--- src/sv/bta_pkg.sv ---
package bta_pkg;

  localparam int ANGLE_STEPS = 24;
  localparam int TABLE_LEN   = 32;
  // depth of the cross-product class delay line that lines it up with the angle path
  localparam int CLASS_DLY   = ANGLE_STEPS - 6;
  // accept edge to result edge
  localparam int LATENCY     = ANGLE_STEPS + 3;

  localparam logic signed [29:0] DEG_90  = 30'sd94371840;
  localparam logic signed [29:0] DEG_180 = 30'sd188743680;
  localparam logic signed [29:0] DEG_360 = 30'sd377487360;

  localparam logic [26:0] ATAN_TABLE [TABLE_LEN] = '{
    27'd47185920, 27'd27855475, 27'd14718068, 27'd7471121, 27'd3750058, 27'd1876857,
    27'd938658, 27'd469357, 27'd234682, 27'd117342, 27'd58671, 27'd29335,
    27'd14668, 27'd7334, 27'd3667, 27'd1833, 27'd917, 27'd458, 27'd229, 27'd115,
    27'd57, 27'd29, 27'd14, 27'd7, 27'd4, 27'd2, 27'd1, 27'd0, 27'd0, 27'd0,
    27'd0, 27'd0
  };

  // axis-aligned directions bypass the rotator
  typedef enum logic [2:0] {
    DIR_NONE,
    DIR_ZERO,
    DIR_HALF,
    DIR_UP,
    DIR_DOWN
  } dir_t;

  typedef enum logic [2:0] {
    CL_ZERO,
    CL_RAW,
    CL_WRAP,
    CL_CMP,
    CL_CUSP,
    CL_LOOP
  } cls_t;

  typedef struct packed {
    logic signed [31:0] x;
    logic signed [31:0] y;
    logic signed [29:0] z;
    dir_t               code;
  } vec_t;

  typedef struct packed {
    logic signed [13:0] e1x;
    logic signed [13:0] e1y;
    logic signed [13:0] e2x;
    logic signed [13:0] e2y;
    logic signed [13:0] e3x;
    logic signed [13:0] e3y;
  } idiff_t;

endpackage

--- src/sv/bta_turn.sv ---
module bta_turn (
  input  logic                clk,
  input  logic                rst,
  input  logic                vld_in,
  input  logic signed [29:0]  z_in,
  input  bta_pkg::dir_t       code_in,
  input  logic signed [29:0]  z_out,
  input  bta_pkg::dir_t       code_out,
  input  bta_pkg::cls_t       cls,
  output logic                done,
  output logic signed [29:0]  turn_angle,
  output logic                cusp
);
  import bta_pkg::*;

  function automatic logic signed [29:0] final_angle(input dir_t code,
                                                      input logic signed [29:0] z);
    logic signed [29:0] r;
    case (code)
      DIR_ZERO: r = '0;
      DIR_HALF: r = DEG_180;
      DIR_UP:   r = DEG_90;
      DIR_DOWN: r = -DEG_90;
      default: begin
        if (z > DEG_180) begin
          r = z - DEG_360;
        end else if (z <= -DEG_180) begin
          r = z + DEG_360;
        end else begin
          r = z;
        end
      end
    endcase
    return r;
  endfunction

  logic signed [29:0] ang_in, ang_out;
  logic signed [9:0]  deg_in, deg_out, r, t;
  cls_t               cls1;
  logic               vld1;

  assign ang_in  = final_angle(code_in, z_in);
  assign ang_out = final_angle(code_out, z_out);

  always_ff @(posedge clk) begin
    if (rst) begin
      vld1 <= 1'b0;
      done <= 1'b0;
    end else begin
      vld1 <= vld_in;
      done <= vld1;
    end
  end

  always_ff @(posedge clk) begin
    deg_in  <= ang_in[29:20];
    deg_out <= ang_out[29:20];
    cls1    <= cls;
  end

  assign r = deg_out - deg_in;

  always_comb begin
    case (cls1)
      CL_ZERO, CL_CUSP: t = '0;
      CL_RAW: t = r;
      CL_LOOP: begin
        if (r <= 0 && r > -10'sd180) begin
          t = r + 10'sd360;
        end else if (r >= 0 && r < 10'sd180) begin
          t = r - 10'sd360;
        end else begin
          t = r;
        end
      end
      default: begin
        if (r < -10'sd180) begin
          t = r + 10'sd360;
        end else if (r > 10'sd180) begin
          t = r - 10'sd360;
        end else begin
          t = r;
        end
      end
    endcase
  end

  always_ff @(posedge clk) begin
    turn_angle <= {t, 20'b0};
    cusp       <= (cls1 == CL_CUSP);
  end

endmodule

--- config.mk ---
export PLATFORM = sky130hd
export DESIGN_NAME = bta_turn
export DESIGN_NICKNAME = d
export VERILOG_FILES = /design/src/sv/bta_pkg.sv /design/src/sv/bta_turn.sv
export SDC_FILE = /design/constraint.sdc
export NUM_CORES = 1
export LEC_CHECK = 0
export ABC_AREA = 0
export BUFFER_PORTS_ARGS = -buffer_cell sky130_fd_sc_hd__buf_2
export CORE_MARGIN = 3
export CORE_UTILIZATION = 50
export CTS_CLUSTER_DIAMETER = 150
export CTS_CLUSTER_SIZE = 24
export DETAILED_ROUTE_END_ITERATION = 8
export PLACE_DENSITY = 0.78
export SLEW_MARGIN = 10
export SYNTH_ARGS = -nofsm -noshare
export SYNTH_HDL_FRONTEND = slang
export SYNTH_SLANG_ARGS = --single-unit
--- constraint.sdc ---
create_clock -name clk -period 3.45 [get_ports clk]
set_clock_uncertainty 0.1 [all_clocks]
set_input_delay 0.345 -clock clk [delete_from_list [all_inputs] [get_ports clk]]
set_output_delay 0.345 -clock clk [all_outputs]
set_load 0.02 [all_outputs]
==> run metrics <==
Seq pwr share 0.197; type of the worst min-delay path in -> reg; Synth Register Bits 36; Port Buffers between 80 and 90; Final #Nets between 600 and 700; number of global-route vias before repair 3455; fin crit period ~3.4 ns; DRC 0; vias 3671; DRT iter0 DRCs 189; Logic pwr share 0.664; Avg WL per Cell approximately 14 µm; initial antenna violation count 0; library cells used by synthesis 76; Worst Path Required roughly 3.5 ns; largest family of logic cells by synthesized area compound AO/OA/AOI/OAI gates; H-tree depth 2; mux share of post-synthesis cell area 0.0113; Slew Limit Fails 0; area of the multi-input gates roughly 2600 µm²; sw power ~1.2 mW; Initial Util 0.535; synthesized area per cell between 7 and 8 µm²; n_diodes 0; top cell type's share of synthesized area 0.204; I/O pin count between 100 and 150; uppermost routed layer met4; unrepaired setup endpoints after global routing true; synth warn 0; final antenna-violating net count 0; core area approximately 6600 µm²; Remaining Overflow, GRT 0; largest net degree at the start of global routing 16; most instantiated cells after synthesis 41 x nor2_1, 36 x dfxtp_1, 30 x nand2_1; Design Area, Final ~4100 µm²; Die H between 90 and 100 µm; outcome complete, no violations; Pint ~1.5 mW; fmax slightly below 300 MHz; cell with the most instances after synthesis nor2_1; register area share after synthesis 0.204; Mapped Area between 3000 and 4000 µm²; DP Area approximately 4000 µm²; fillers 598; overall routing resource usage 0.214; die area 8110 µm²; Synth Area in Compound Gates 0.306; crit path kind reg -> reg; leakage power about 1.8 nW; sw frac 0.450; Area Growth Syn to Fin 17.4%; worst r2r path cells 14; Rows 29; Crit Reg-Reg Startpoint deg_out[0]; setup slack, reg-to-reg between 0.05 and 0.06 ns; crit start category flip-flop; Hold Path Origin cls[2]; Final Cycle Share 0.984; die width around 90 µm; met3 routed WL roughly 670 µm; Setup crit end kind flip-flop; Setup violations, final 0; ratio of cells with drive above 1 in the final layout 0.268; Clock power frac 0.139; hold depth 1; top cells by area, synth dfxtp_1 20%, ha_1 6.0%, nor2_1 4.4%; cts hold-fix bufs 0; Post-Syn Instances 460; Met1 Wirelength 3740 µm; CTS Buf Count 5; Worst Tran Pin Value 0.573 ns; clock root buffer clkbuf_8; Power Dens Cells between 600 and 700 nW/µm²; Crit Path Max Fanout 6; Post-synth EDFFs 0; TritonRoute pass-1 iters 5; Top FF cell, synth dfxtp_1; worst path arrival time ~3.5 ns; Total Wirelength 9040 µm; Worst Hold End cls1[2]; CTS clock-pin slew for the worst setup and hold paths ~0.070 ns; Synth Area in Adders 0.0773; Total Power 2.65 mW; maximum vdd ir drop 295 µV; Slew HR 0.616; # clock sinks 36; clock tree buffer depth 2; CTS tree built; asr flop ratio synth 0; xor/xnor cell area share of the yosys netlist 0.0709; clk_lat worst skew between 0.2 and 0.3 ns; wire length on met2 between 4000 and 5000 µm; # Max-Cap Violations 0; post-detail-place hpwl roughly 7100 µm; register area between 700 and 800 µm²; Simple-Gate Fraction of Synth Area 0.226; gpl congestion between 0.9 and 1; reg2reg end turn_angle[24]; final hold vios 0; area leader, netlist dfxtp_1; vias per cell 5.78; first-pass GRT wire length 15100 µm
[power groups by stage]
| stage | logic (mW) | registers [mW] | clock network, mW |
|---|---|---|---|
| floorplan | 1.21 | 0.588 | 0 |
| global placement | 1.62 | 0.531 | 0 |
| detailed placement | 1.65 | 0.533 | 0 |
| CTS | 1.66 | 0.524 | 0.374 |
| global route | 1.92 | 0.531 | 0.393 |
| finish | 1.76 | 0.523 | 0.368 |
[metrics by stage]
step                worst slack (ns)  hold WS [ns]  TNS, ns   util  std cells
CTS                           0.0678        0.0552        0  0.617        631
finish                        0.0547        0.0547        0  0.628        635
global placement               0.160         0.319        0  0.600        623
floorplan                      0.316         0.273        0      -        479
global route                  -0.101        0.0482   -0.137  0.628        635
detailed placement           -0.0136         0.334  -0.0136  0.600        623
[cell families (layout without fill, tap and decap cells)]
group / after synthesis / count (layout)
flip-flops: 36 / 36
XOR/XNOR: 26 / 26
AND/OR/NAND/NOR: 156 / 156
buffers and inverters: 71 / 134
other: 1 / 20
adder cells (fa/ha/maj): 22 / 22
multiplexers: 4 / 4
AO/OA/AOI/OAI: 144 / 144
[registers in the layout (all words and copies together) (netlist names)]
register,count
cls1,3
turn_angle,10
deg_in,10
cusp,1
deg_out,10
vld1,1
done,1
[how the worst max path moves through the flow]
stage / start / to / slack [ns] / depth (start not counted)
detailed placement: deg_out[0] / turn_angle[24] / -0.01 / 14
global placement: deg_out[0] / turn_angle[23] / 0.16 / 14
global route: deg_out[0] / turn_angle[24] / -0.10 / 14
finish: deg_out[0] / turn_angle[24] / 0.05 / 14
floorplan: deg_out[0] / turn_angle[25] / 0.32 / 14
CTS: deg_out[0] / turn_angle[24] / 0.07 / 14
[per-layer routing]
layer,up-vias,track usage
met4,0,0.0536
li1,1802,-
met1,1662,0.270
met2,187,0.383
met5,-,0
met3,20,0.0309
[cell usage in the layout (no fill, tap or decap), drive strengths merged, types with 8 or more instances in the layout]
cell type and n:
conb 20, o22ai 8, o21ai 32, nor4 13, inv 27, a21oi 24, dfxtp 36, nor2b 15
nand3 12, ha 17, xnor2 19, buf 99, nand2 30, nor2 42
[what timing repair did]
item	in CTS	in global routing
setup endpoints to repair	2	6
resized for setup	1	12
buffers inserted	0	4
pin swaps	0	9
[worst max-delay path, stage by stage, from the launching register on]
cell	delay [ns]
dfxtp_2	0.32
inv_2	0.06
ha_4	0.14
inv_2	0.04
fa_2	0.44
a211oi_4	0.30
buf_4	0.16
o21ai_4	0.07
o22ai_4	0.16
xnor2_2	0.11
or4_4	0.58
o22ai_4	0.25
mux2i_2	0.29
a221oi_2	0.08
a21o_1	0.17
[cell type report]
type	instances	share of cell area
clock buffer	5	0.0166
timing repair buffer	99	0.129
tap	93	0.0281
sequential	36	0.175
multi-input combinational	372	0.617
inverter	27	0.0245
clock inverter	3	0.0103
Power figures use the tool's default switching activity.
